$ cat config.mk
export PLATFORM = sky130hd
export DESIGN_NAME = five_point_cubic_smoother_top
export DESIGN_NICKNAME = d
export VERILOG_FILES = /design/src/rtl/core/fpcs_pkg.sv /design/src/rtl/core/fpcs_front.sv /design/src/rtl/core/fpcs_job_queue.sv /design/src/rtl/core/fpcs_back.sv /design/src/rtl/core/five_point_cubic_smoother_top.sv
export SDC_FILE = /design/constraint.sdc
export NUM_CORES = 2
export LEC_CHECK = 0
export BUFFER_PORTS_ARGS = -buffer_cell sky130_fd_sc_hd__buf_2
export CAP_MARGIN = 20
export CORE_ASPECT_RATIO = 1.25
export CORE_MARGIN = 5
export CORE_UTILIZATION = 59
export CTS_BUF_LIST = sky130_fd_sc_hd__clkbuf_2
export CTS_CLUSTER_SIZE = 10
export DETAILED_ROUTE_END_ITERATION = 10
export PLACE_DENSITY = 0.75
export SLEW_MARGIN = 0
export SYNTH_ARGS = -nofsm -noshare
export SYNTH_HDL_FRONTEND = slang
export SYNTH_HIERARCHICAL = 1
export SYNTH_SLANG_ARGS = --single-unit
export TNS_END_PERCENT = 1
$ cat constraint.sdc
create_clock -name clk_i -period 12.66 [get_ports clk_i]
set_input_delay 2.532 -clock clk_i [delete_from_list [all_inputs] [get_ports clk_i]]
set_output_delay 2.532 -clock clk_i [all_outputs]
set_load 0.05 [all_outputs]
$ cat src/rtl/core/fpcs_pkg.sv
// shared types, constants and coefficient table of the five-point cubic smoother
package fpcs_pkg;

  // sample width and derived arithmetic widths
  localparam int SAMPLE_WIDTH = 16;
  localparam int SUM_W        = SAMPLE_WIDTH + 8;
  localparam int X_W          = SAMPLE_WIDTH + 5;
  localparam int XL_W         = (X_W + 1) / 2;
  localparam int XH_W         = X_W - XL_W;
  localparam int SHIFT        = X_W + 6;
  localparam int RECIP_W      = X_W + 2;
  localparam int PROD_W       = X_W + RECIP_W;

  // reciprocal of 35, rounded up, scaled by 2^SHIFT
  localparam logic [63:0]        RECIP_FULL = ((64'd1 << SHIFT) + 64'd34) / 64'd35;
  localparam logic [RECIP_W-1:0] RECIP      = RECIP_W'(RECIP_FULL);

  // quotient numerators at or above this saturate
  localparam logic [SUM_W:0] X_CLAMP = (SUM_W + 1)'(35) << (SAMPLE_WIDTH - 1);

  localparam logic [SAMPLE_WIDTH-1:0] SAMPLE_MAX = {1'b0, {(SAMPLE_WIDTH - 1){1'b1}}};
  localparam logic [SAMPLE_WIDTH-1:0] SAMPLE_MIN = {1'b1, {(SAMPLE_WIDTH - 1){1'b0}}};

  // window and queue sizes
  localparam int TAPS        = 5;
  localparam int WIN_DEPTH   = 4;
  localparam int QUEUE_DEPTH = 4;
  localparam int QPTR_W      = 2;

  // filter kinds, in emission order within a record
  localparam logic [2:0] KIND_B0  = 3'd0;
  localparam logic [2:0] KIND_B1  = 3'd1;
  localparam logic [2:0] KIND_INT = 3'd2;
  localparam logic [2:0] KIND_E0  = 3'd3;
  localparam logic [2:0] KIND_E1  = 3'd4;

  // weights per kind, oldest tap first
  localparam logic signed [7:0] COEF [5][5] = '{
    '{ 8'sd69,  8'sd4,  -8'sd6,  8'sd4,  -8'sd1},
    '{ 8'sd2,   8'sd27,  8'sd12, -8'sd8,  8'sd2},
    '{-8'sd3,   8'sd12,  8'sd17,  8'sd12, -8'sd3},
    '{ 8'sd2,  -8'sd8,   8'sd12,  8'sd27,  8'sd2},
    '{-8'sd1,   8'sd4,  -8'sd6,   8'sd4,   8'sd69}
  };

  // one unit of work handed from the front to the back
  typedef struct packed {
    logic [TAPS-1:0][SAMPLE_WIDTH-1:0] taps;   // oldest in entry 0
    logic                              pass;   // short record, emit raw samples
    logic [2:0]                        count;  // number of results
    logic [2:0]                        kind;   // first filter kind
    logic                              last;   // record ends with this job
  } job_t;

  function automatic logic signed [7:0] coef(input logic [2:0] kind, input logic [2:0] tap);
    logic signed [7:0] c;
    c = 8'sd0;
    if (kind <= KIND_E1 && tap < 3'd5) begin
      c = COEF[kind][tap];
    end
    return c;
  endfunction

endpackage

$ cat src/rtl/core/fpcs_front.sv
// front end: sample window, record count and job classification
module fpcs_front (
  input  logic                                 clk_i,
  input  logic                                 rst_ni,
  input  logic                                 in_valid_i,
  output logic                                 in_stall_o,
  input  logic [fpcs_pkg::SAMPLE_WIDTH-1:0]    sample_i,
  input  logic                                 record_end_i,
  input  logic                                 queue_full_i,
  output logic                                 push_o,
  output fpcs_pkg::job_t                       job_o
);

  logic [fpcs_pkg::SAMPLE_WIDTH-1:0] win_q [fpcs_pkg::WIN_DEPTH];
  logic [2:0]                        count_q, count_d;
  logic                              accept;

  assign in_stall_o = queue_full_i;
  assign accept     = in_valid_i & ~queue_full_i;

  // classify the incoming sample into a job
  always_comb begin
    job_o.taps  = {sample_i, win_q[3], win_q[2], win_q[1], win_q[0]};
    job_o.pass  = (count_q < 3'd4);
    job_o.last  = record_end_i;
    job_o.kind  = (count_q == 3'd4) ? fpcs_pkg::KIND_B0 : fpcs_pkg::KIND_INT;
    if (count_q < 3'd4) begin
      job_o.count = count_q + 3'd1;
    end else begin
      job_o.count = ((count_q == 3'd4) ? 3'd3 : 3'd1) + (record_end_i ? 3'd2 : 3'd0);
    end
  end

  assign push_o = accept & ((count_q >= 3'd4) | record_end_i);

  // saturating sample count within the record
  always_comb begin
    count_d = count_q;
    if (accept) begin
      if (record_end_i) begin
        count_d = 3'd0;
      end else if (count_q < 3'd5) begin
        count_d = count_q + 3'd1;
      end
    end
  end

  always_ff @(posedge clk_i or negedge rst_ni) begin
    if (!rst_ni) begin
      count_q <= 3'd0;
    end else begin
      count_q <= count_d;
    end
  end

  // sample window shift
  always_ff @(posedge clk_i) begin
    if (accept) begin
      for (int i = 0; i < fpcs_pkg::WIN_DEPTH - 1; i++) begin
        win_q[i] <= win_q[i+1];
      end
      win_q[fpcs_pkg::WIN_DEPTH-1] <= sample_i;
    end
  end

endmodule

$ cat src/rtl/core/fpcs_job_queue.sv
// small job queue between the front and back ends
module fpcs_job_queue (
  input  logic           clk_i,
  input  logic           rst_ni,
  input  logic           push_i,
  input  fpcs_pkg::job_t job_i,
  output logic           full_o,
  input  logic           pop_i,
  output logic           valid_o,
  output fpcs_pkg::job_t job_o
);

  fpcs_pkg::job_t                   mem_q [fpcs_pkg::QUEUE_DEPTH];
  logic [fpcs_pkg::QPTR_W-1:0]      wr_ptr_q, rd_ptr_q;
  logic [fpcs_pkg::QPTR_W:0]        fill_q;
  logic                             do_push, do_pop;

  assign full_o  = (fill_q == (fpcs_pkg::QPTR_W + 1)'(fpcs_pkg::QUEUE_DEPTH));
  assign valid_o = (fill_q != '0);
  assign job_o   = mem_q[rd_ptr_q];
  assign do_push = push_i & ~full_o;
  assign do_pop  = pop_i & valid_o;

  // pointers and fill level
  always_ff @(posedge clk_i or negedge rst_ni) begin
    if (!rst_ni) begin
      wr_ptr_q <= '0;
      rd_ptr_q <= '0;
      fill_q   <= '0;
    end else begin
      if (do_push) begin
        wr_ptr_q <= wr_ptr_q + 1'b1;
      end
      if (do_pop) begin
        rd_ptr_q <= rd_ptr_q + 1'b1;
      end
      if (do_push && !do_pop) begin
        fill_q <= fill_q + 1'b1;
      end else if (do_pop && !do_push) begin
        fill_q <= fill_q - 1'b1;
      end
    end
  end

  // storage
  always_ff @(posedge clk_i) begin
    if (do_push) begin
      mem_q[wr_ptr_q] <= job_i;
    end
  end

endmodule

$ cat src/rtl/core/fpcs_back.sv
// back end: expands jobs into results, weighted sum, divide by 35 or 70, saturate; raw samples for short records
module fpcs_back (
  input  logic                              clk_i,
  input  logic                              rst_ni,
  input  logic                              job_valid_i,
  input  fpcs_pkg::job_t                    job_i,
  output logic                              job_pop_o,
  output logic                              out_valid_o,
  input  logic                              out_stall_i,
  output logic [fpcs_pkg::SAMPLE_WIDTH-1:0] smoothed_o,
  output logic                              run_last_o,
  output logic                              record_last_o
);

  localparam int W  = fpcs_pkg::SAMPLE_WIDTH;
  localparam int SW = fpcs_pkg::SUM_W;

  // flags that ride along every stage
  typedef struct packed {
    logic         pass;
    logic [W-1:0] raw;
    logic         d70;
    logic         run_last;
    logic         rec_last;
  } tag_t;

  logic                 advance, issue, is_final;
  logic [2:0]           step_q, kind_cur, tap_sel;
  tag_t                 tag_d;
  logic signed [SW-1:0] tap_ext [fpcs_pkg::TAPS];
  logic signed [SW-1:0] coef_ext [fpcs_pkg::TAPS];
  logic signed [SW-1:0] prod_d [fpcs_pkg::TAPS];

  logic                 v1_q, v2_q, v3_q, v4_q, v5_q;
  tag_t                 tag1_q, tag2_q, tag3_q, tag4_q;
  logic signed [SW-1:0] prod1_q [fpcs_pkg::TAPS];
  logic signed [SW-1:0] sum2_q, sum2_d;
  logic [SW-1:0]        mag;
  logic [SW:0]          x_full;
  logic                 neg3_q, sat3_q, neg4_q, sat4_q;
  logic [fpcs_pkg::X_W-1:0] x3_q;
  logic [fpcs_pkg::XL_W+fpcs_pkg::RECIP_W-1:0] plo4_q, plo4_d;
  logic [fpcs_pkg::XH_W+fpcs_pkg::RECIP_W-1:0] phi4_q, phi4_d;
  logic [fpcs_pkg::PROD_W-1:0] prod_full;
  logic [W-1:0]         quot, result_d;
  logic [W-1:0]         smoothed_q;
  logic                 run_last_q, rec_last_q;

  // whole pipeline moves unless the output register is held
  assign advance  = ~(v5_q & out_stall_i);
  assign issue    = job_valid_i & advance;
  assign is_final = (step_q == job_i.count - 3'd1);
  assign job_pop_o = issue & is_final;
  assign kind_cur = job_i.kind + step_q;
  assign tap_sel  = 3'd5 - job_i.count + step_q;

  // result step within the current job
  always_ff @(posedge clk_i or negedge rst_ni) begin
    if (!rst_ni) begin
      step_q <= 3'd0;
    end else if (issue) begin
      step_q <= is_final ? 3'd0 : step_q + 3'd1;
    end
  end

  // stage 1 inputs: tap products and tags
  always_comb begin
    tag_d.pass     = job_i.pass;
    tag_d.raw      = job_i.taps[tap_sel];
    tag_d.d70      = (kind_cur == fpcs_pkg::KIND_B0) || (kind_cur == fpcs_pkg::KIND_E1);
    tag_d.run_last = is_final;
    tag_d.rec_last = is_final & job_i.last;
    for (int i = 0; i < fpcs_pkg::TAPS; i++) begin
      tap_ext[i]  = SW'($signed(job_i.taps[i]));
      coef_ext[i] = SW'(fpcs_pkg::coef(kind_cur, 3'(i)));
      prod_d[i]   = tap_ext[i] * coef_ext[i];
    end
  end

  // stage 2 input: five-tap sum
  assign sum2_d = prod1_q[0] + prod1_q[1] + prod1_q[2] + prod1_q[3] + prod1_q[4];

  // stage 3 input: magnitude, rounding offset, saturation check
  always_comb begin
    mag = sum2_q[SW-1] ? SW'(-sum2_q) : SW'(sum2_q);
    if (tag2_q.d70) begin
      x_full = ({1'b0, mag} + (SW + 1)'(35)) >> 1;
    end else begin
      x_full = {1'b0, mag} + (SW + 1)'(17);
    end
  end

  // stage 4 input: split reciprocal multiply
  assign plo4_d = (fpcs_pkg::XL_W + fpcs_pkg::RECIP_W)'(x3_q[fpcs_pkg::XL_W-1:0])
                * (fpcs_pkg::XL_W + fpcs_pkg::RECIP_W)'(fpcs_pkg::RECIP);
  assign phi4_d = (fpcs_pkg::XH_W + fpcs_pkg::RECIP_W)'(x3_q[fpcs_pkg::X_W-1:fpcs_pkg::XL_W])
                * (fpcs_pkg::XH_W + fpcs_pkg::RECIP_W)'(fpcs_pkg::RECIP);

  // stage 5 input: combine partial products, restore sign, saturate
  always_comb begin
    prod_full = (fpcs_pkg::PROD_W'(phi4_q) << fpcs_pkg::XL_W) + fpcs_pkg::PROD_W'(plo4_q);
    quot      = prod_full[fpcs_pkg::SHIFT +: W];
    if (tag4_q.pass) begin
      result_d = tag4_q.raw;
    end else if (neg4_q) begin
      result_d = sat4_q ? fpcs_pkg::SAMPLE_MIN : W'(-quot);
    end else begin
      result_d = sat4_q ? fpcs_pkg::SAMPLE_MAX : quot;
    end
  end

  // stage valid bits
  always_ff @(posedge clk_i or negedge rst_ni) begin
    if (!rst_ni) begin
      v1_q <= 1'b0;
      v2_q <= 1'b0;
      v3_q <= 1'b0;
      v4_q <= 1'b0;
      v5_q <= 1'b0;
    end else if (advance) begin
      v1_q <= issue;
      v2_q <= v1_q;
      v3_q <= v2_q;
      v4_q <= v3_q;
      v5_q <= v4_q;
    end
  end

  // stage payload
  always_ff @(posedge clk_i) begin
    if (advance) begin
      tag1_q  <= tag_d;
      prod1_q <= prod_d;
      tag2_q  <= tag1_q;
      sum2_q  <= sum2_d;
      tag3_q  <= tag2_q;
      neg3_q  <= sum2_q[SW-1];
      sat3_q  <= (x_full >= fpcs_pkg::X_CLAMP);
      x3_q    <= fpcs_pkg::X_W'(x_full);
      tag4_q  <= tag3_q;
      neg4_q  <= neg3_q;
      sat4_q  <= sat3_q;
      plo4_q  <= plo4_d;
      phi4_q  <= phi4_d;
      smoothed_q <= result_d;
      run_last_q <= tag4_q.run_last;
      rec_last_q <= tag4_q.rec_last;
    end
  end

  assign out_valid_o   = v5_q;
  assign smoothed_o    = smoothed_q;
  assign run_last_o    = run_last_q;
  assign record_last_o = rec_last_q;

endmodule

$ cat src/rtl/core/five_point_cubic_smoother_top.sv
// top level of the five-point cubic smoother
//
// channel  direction  handshake              payload
// input    in         in_valid_i/in_stall_o  sample_i, record_end_i
// output   out        out_valid_o/out_stall_i smoothed_o, run_last_o, record_last_o
//
// each accepted sample yields zero to five results; the back end issues one result a cycle
// unless the output stalls; jobs are written into the job queue, then pass five pipeline
// stages to the output register; a four-entry job queue absorbs the result bursts at
// record starts and ends; input stalls only while that queue is full, output stall holds
// the whole back pipeline; reset clears the record count, queue pointers and pipeline
// valid bits; window is only read after it has been written within the current record
module five_point_cubic_smoother_top (
  input  logic                              clk_i,
  input  logic                              rst_ni,
  input  logic                              in_valid_i,
  output logic                              in_stall_o,
  input  logic [fpcs_pkg::SAMPLE_WIDTH-1:0] sample_i,
  input  logic                              record_end_i,
  output logic                              out_valid_o,
  input  logic                              out_stall_i,
  output logic [fpcs_pkg::SAMPLE_WIDTH-1:0] smoothed_o,
  output logic                              run_last_o,
  output logic                              record_last_o
);

  logic           push, queue_full, job_valid, job_pop;
  fpcs_pkg::job_t job_in, job_head;

  // sample window and classification
  fpcs_front u_front (
    .clk_i        (clk_i),
    .rst_ni       (rst_ni),
    .in_valid_i   (in_valid_i),
    .in_stall_o   (in_stall_o),
    .sample_i     (sample_i),
    .record_end_i (record_end_i),
    .queue_full_i (queue_full),
    .push_o       (push),
    .job_o        (job_in)
  );

  // decoupling queue
  fpcs_job_queue u_queue (
    .clk_i   (clk_i),
    .rst_ni  (rst_ni),
    .push_i  (push),
    .job_i   (job_in),
    .full_o  (queue_full),
    .pop_i   (job_pop),
    .valid_o (job_valid),
    .job_o   (job_head)
  );

  // result expansion and arithmetic
  fpcs_back u_back (
    .clk_i         (clk_i),
    .rst_ni        (rst_ni),
    .job_valid_i   (job_valid),
    .job_i         (job_head),
    .job_pop_o     (job_pop),
    .out_valid_o   (out_valid_o),
    .out_stall_i   (out_stall_i),
    .smoothed_o    (smoothed_o),
    .run_last_o    (run_last_o),
    .record_last_o (record_last_o)
  );

endmodule
==> metrics.csv <==
metric,value,unit
Hold/Removal Path Class,reg -> reg,
Final Hold Viols,0,
worst r2r dst,u_back/prod1_q[71],
Synth top area share,37.42,%
Initial Utilization,59.52,%
total routed wirelength,129600,um
I/O pin cnt,41,
Worst Clk Skew,151.6,ps
Netlist cell types,105,
Final nets,6154,
relative max-transition margin,27.40,%
max incr delay on CP,880,ps
final cell count without fillers,6482,
DRT Pass-1 Iters,7,
dominant cell type by area after synthesis,edfxtp_1,
CTS root buf,clkbuf_2,
drt wl/cell,20.00,um
full die area,0.1064,mm2
Final ANT Viol Nets,0,
total track usage,24.95,%
hold depth,0,
first-pass GRT wire length,206500,um
Syn Area/Cell,12.00,um2
ys flop type,edfxtp_1,
unrepaired setup endpoints after global routing,false,
"EDFF count, synth",735,
CTS Sinks,753,
Resized cells post-CTS,0,
Worst path slowest cell,dfrtp_4,
outcome,finished clean,
met2 Usage GRT,44.76,%
worst skew pair latency,1450,ps
GP Congestion,0.9391,
synth cell count leaders,"939 x inv_1, 735 x edfxtp_1, 612 x fa_1",
initial antenna violation count,6,
yosys warns,6,
Num CTS Buffers,178,
final setup vio count,0,
Core Region,0.09910,mm2
"Setup Fix Bufs, Post-CTS",0,
"Clk pin slew, worst setup/hold paths",110,ps
share of cells above drive strength 1,10.76,%
WP data required,13720,ps
row count,129,
"top cells by area, synth","edfxtp_1 37%, fa_1 21%, ha_1 10%",
Mapped Area,0.05899,mm2
min Tclk post-route,10050,ps
post-synthesis async set-or-reset flop share,2.390,%
GRT busiest layer,met2,
DP HPWL,101800,um
met3 GRT Util,3.842,%
critical-path maximum fanout,40,
Worst-Margin Slew,1085,ps
sequential share of the synthesized area,38.18,%
Min-Delay Endpoint,u_back/tag3_q[12],
CTS H-tree depth,4,
vias per cell,5.583,
drt initial violations,2050,
FF-to-FF Start,u_queue/rd_ptr_q[0],
Die Height,363.5,um
Synth Register Bits,753,
final setup TNS,0,ps
cell count after synthesis,4915,
DP Cell Count,6160,
largest net degree at the start of global routing,82,
clock tree from TritonCTS,done,
GRT met1 Usage,29.08,%
Fmax,99.54,MHz
period utilization,79.35,%
DRC viols,0,
startpoint types,flop,
# hold bufs at CTS,0,
Worst setup EP type,flop,
port bufs,40,
Crit Path Class,reg -> reg,
Longest Clk Path Bufs,3,
synth-to-layout area growth,5.381,%
vias in the first global route,38907,
Hold Path Origin,u_back/tag2_q[12],
R2R Setup Slk,2610,ps
worst endpoint data arrival time,11100,ps
Worst R2R Path Depth,29,
DR vias,36189,
grt ovf,0,
pins over their slew limit,0,
most numerous cell in the Yosys netlist,inv_1,
Die X-Extent,292.8,um
MaxCap Viol Count,0,
## cells in the final DEF (no fill, tap or decap), types with 17 or more instances in the layout
| cell | synthesis | routed |
|---|---|---|
| nor2b_1 | 39 | 39 |
| a21o_1 | 52 | 52 |
| buf_4 | 27 | 38 |
| xnor2_1 | 202 | 201 |
| or2_2 | 20 | 20 |
| edfxtp_1 | 735 | 735 |
| mux4_2 | 104 | 104 |
| clkinv_1 | 2 | 38 |
| a21oi_1 | 154 | 154 |
| and3_1 | 129 | 129 |
| and2_1 | 124 | 120 |
| nand3_1 | 48 | 48 |
| nor3_1 | 69 | 69 |
| nand2b_1 | 17 | 17 |
| o21a_1 | 20 | 20 |
| fa_1 | 612 | 611 |
| a31oi_1 | 27 | 27 |
| xor2_1 | 86 | 85 |
| o21ai_0 | 122 | 122 |
| inv_1 | 939 | 938 |
| clkbuf_2 | 0 | 247 |
| o21bai_1 | 24 | 24 |
| nand2_1 | 247 | 245 |
| buf_2 | 13 | 40 |
| nor2_1 | 269 | 268 |
| ha_1 | 490 | 490 |
## cell type report
type	instances	area, um2
inverters	941	3532
multi-input cells	3077	32150
diodes	3	7.507
clock inverters	71	559.3
clock buffers	247	1236
fillers	7711	36940
repair buffers	80	508.0
flip-flops and latches	753	22530
well taps	1310	1639
## through the flow
step                setup slack (ps)  hold WS [ps]  instance area, um2  util (%)
floorplan                      543.2         400.3               58990         -
global placement                3110         401.1               60340     60.88
detailed placement              2839         404.5               60350     60.90
CTS                             2616         280.7               62140     62.71
global route                    2210         317.3               62160     62.72
finish                          2614         331.2               62160     62.73
## state kept, by name (all words and copies together), names as in the netlist, 20 cells and up
name	flops
u_back/sum2_q	24
u_back/phi4_q	32
u_queue/mem_q	352
u_back/plo4_q	22
u_back/x3_q	21
u_front/win_q	64
u_back/tag2_q	20
u_back/prod1_q	120
u_back/tag1_q	20
## cells by family (layout without fill, tap and decap cells)
group	after synthesis	in the layout	share of synthesized area [%]
xor gates and xnor gates	292	292	4.386
AOI/OAI and AO/OA	533	533	5.822
buffers and inverters	1086	1339	7.409
DFF	753	753	38.18
adders and majority gates	1104	1104	31.20
muxes	118	118	4.225
other	1	5	0.006357
and+or+nand+nor	1028	1028	8.775
## worst max-delay path by stage
| stage | slack [ps] | startpoint | cells past startpoint | end |
|---|---|---|---|---|
| floorplan | 540 | out_stall_i | 8 | u_queue/fill_q[1] |
| global placement | 3110 | u_queue/rd_ptr_q[0] | 29 | u_back/prod1_q[71] |
| detailed placement | 2840 | u_queue/rd_ptr_q[0] | 29 | u_back/prod1_q[71] |
| CTS | 2620 | u_queue/rd_ptr_q[0] | 29 | u_back/prod1_q[71] |
| global route | 2210 | u_queue/rd_ptr_q[0] | 29 | u_back/prod1_q[71] |
| finish | 2610 | u_queue/rd_ptr_q[0] | 29 | u_back/prod1_q[71] |
## per-layer routing
metal,share of wire (%),vias to the layer above
met5,0.036,-
met4,5.6,8
met3,5.2,325
met2,52,1101
met1,37,18010
li1,-,16745
## worst max-delay path: cells and delay by family (launching register included)
kind	cells	cell delay [ps]
flip-flops	1	880
adder cells (fa/ha/maj)	7	2970
XOR/XNOR	3	760
multiplexers	1	600
AO/OA/AOI/OAI	5	1390
buffers and inverters	7	1630
AND/OR/NAND/NOR	6	1340
Power is not shown: default switching activity piles up to over one toggle a cycle in this logic, so the estimate is an artifact.
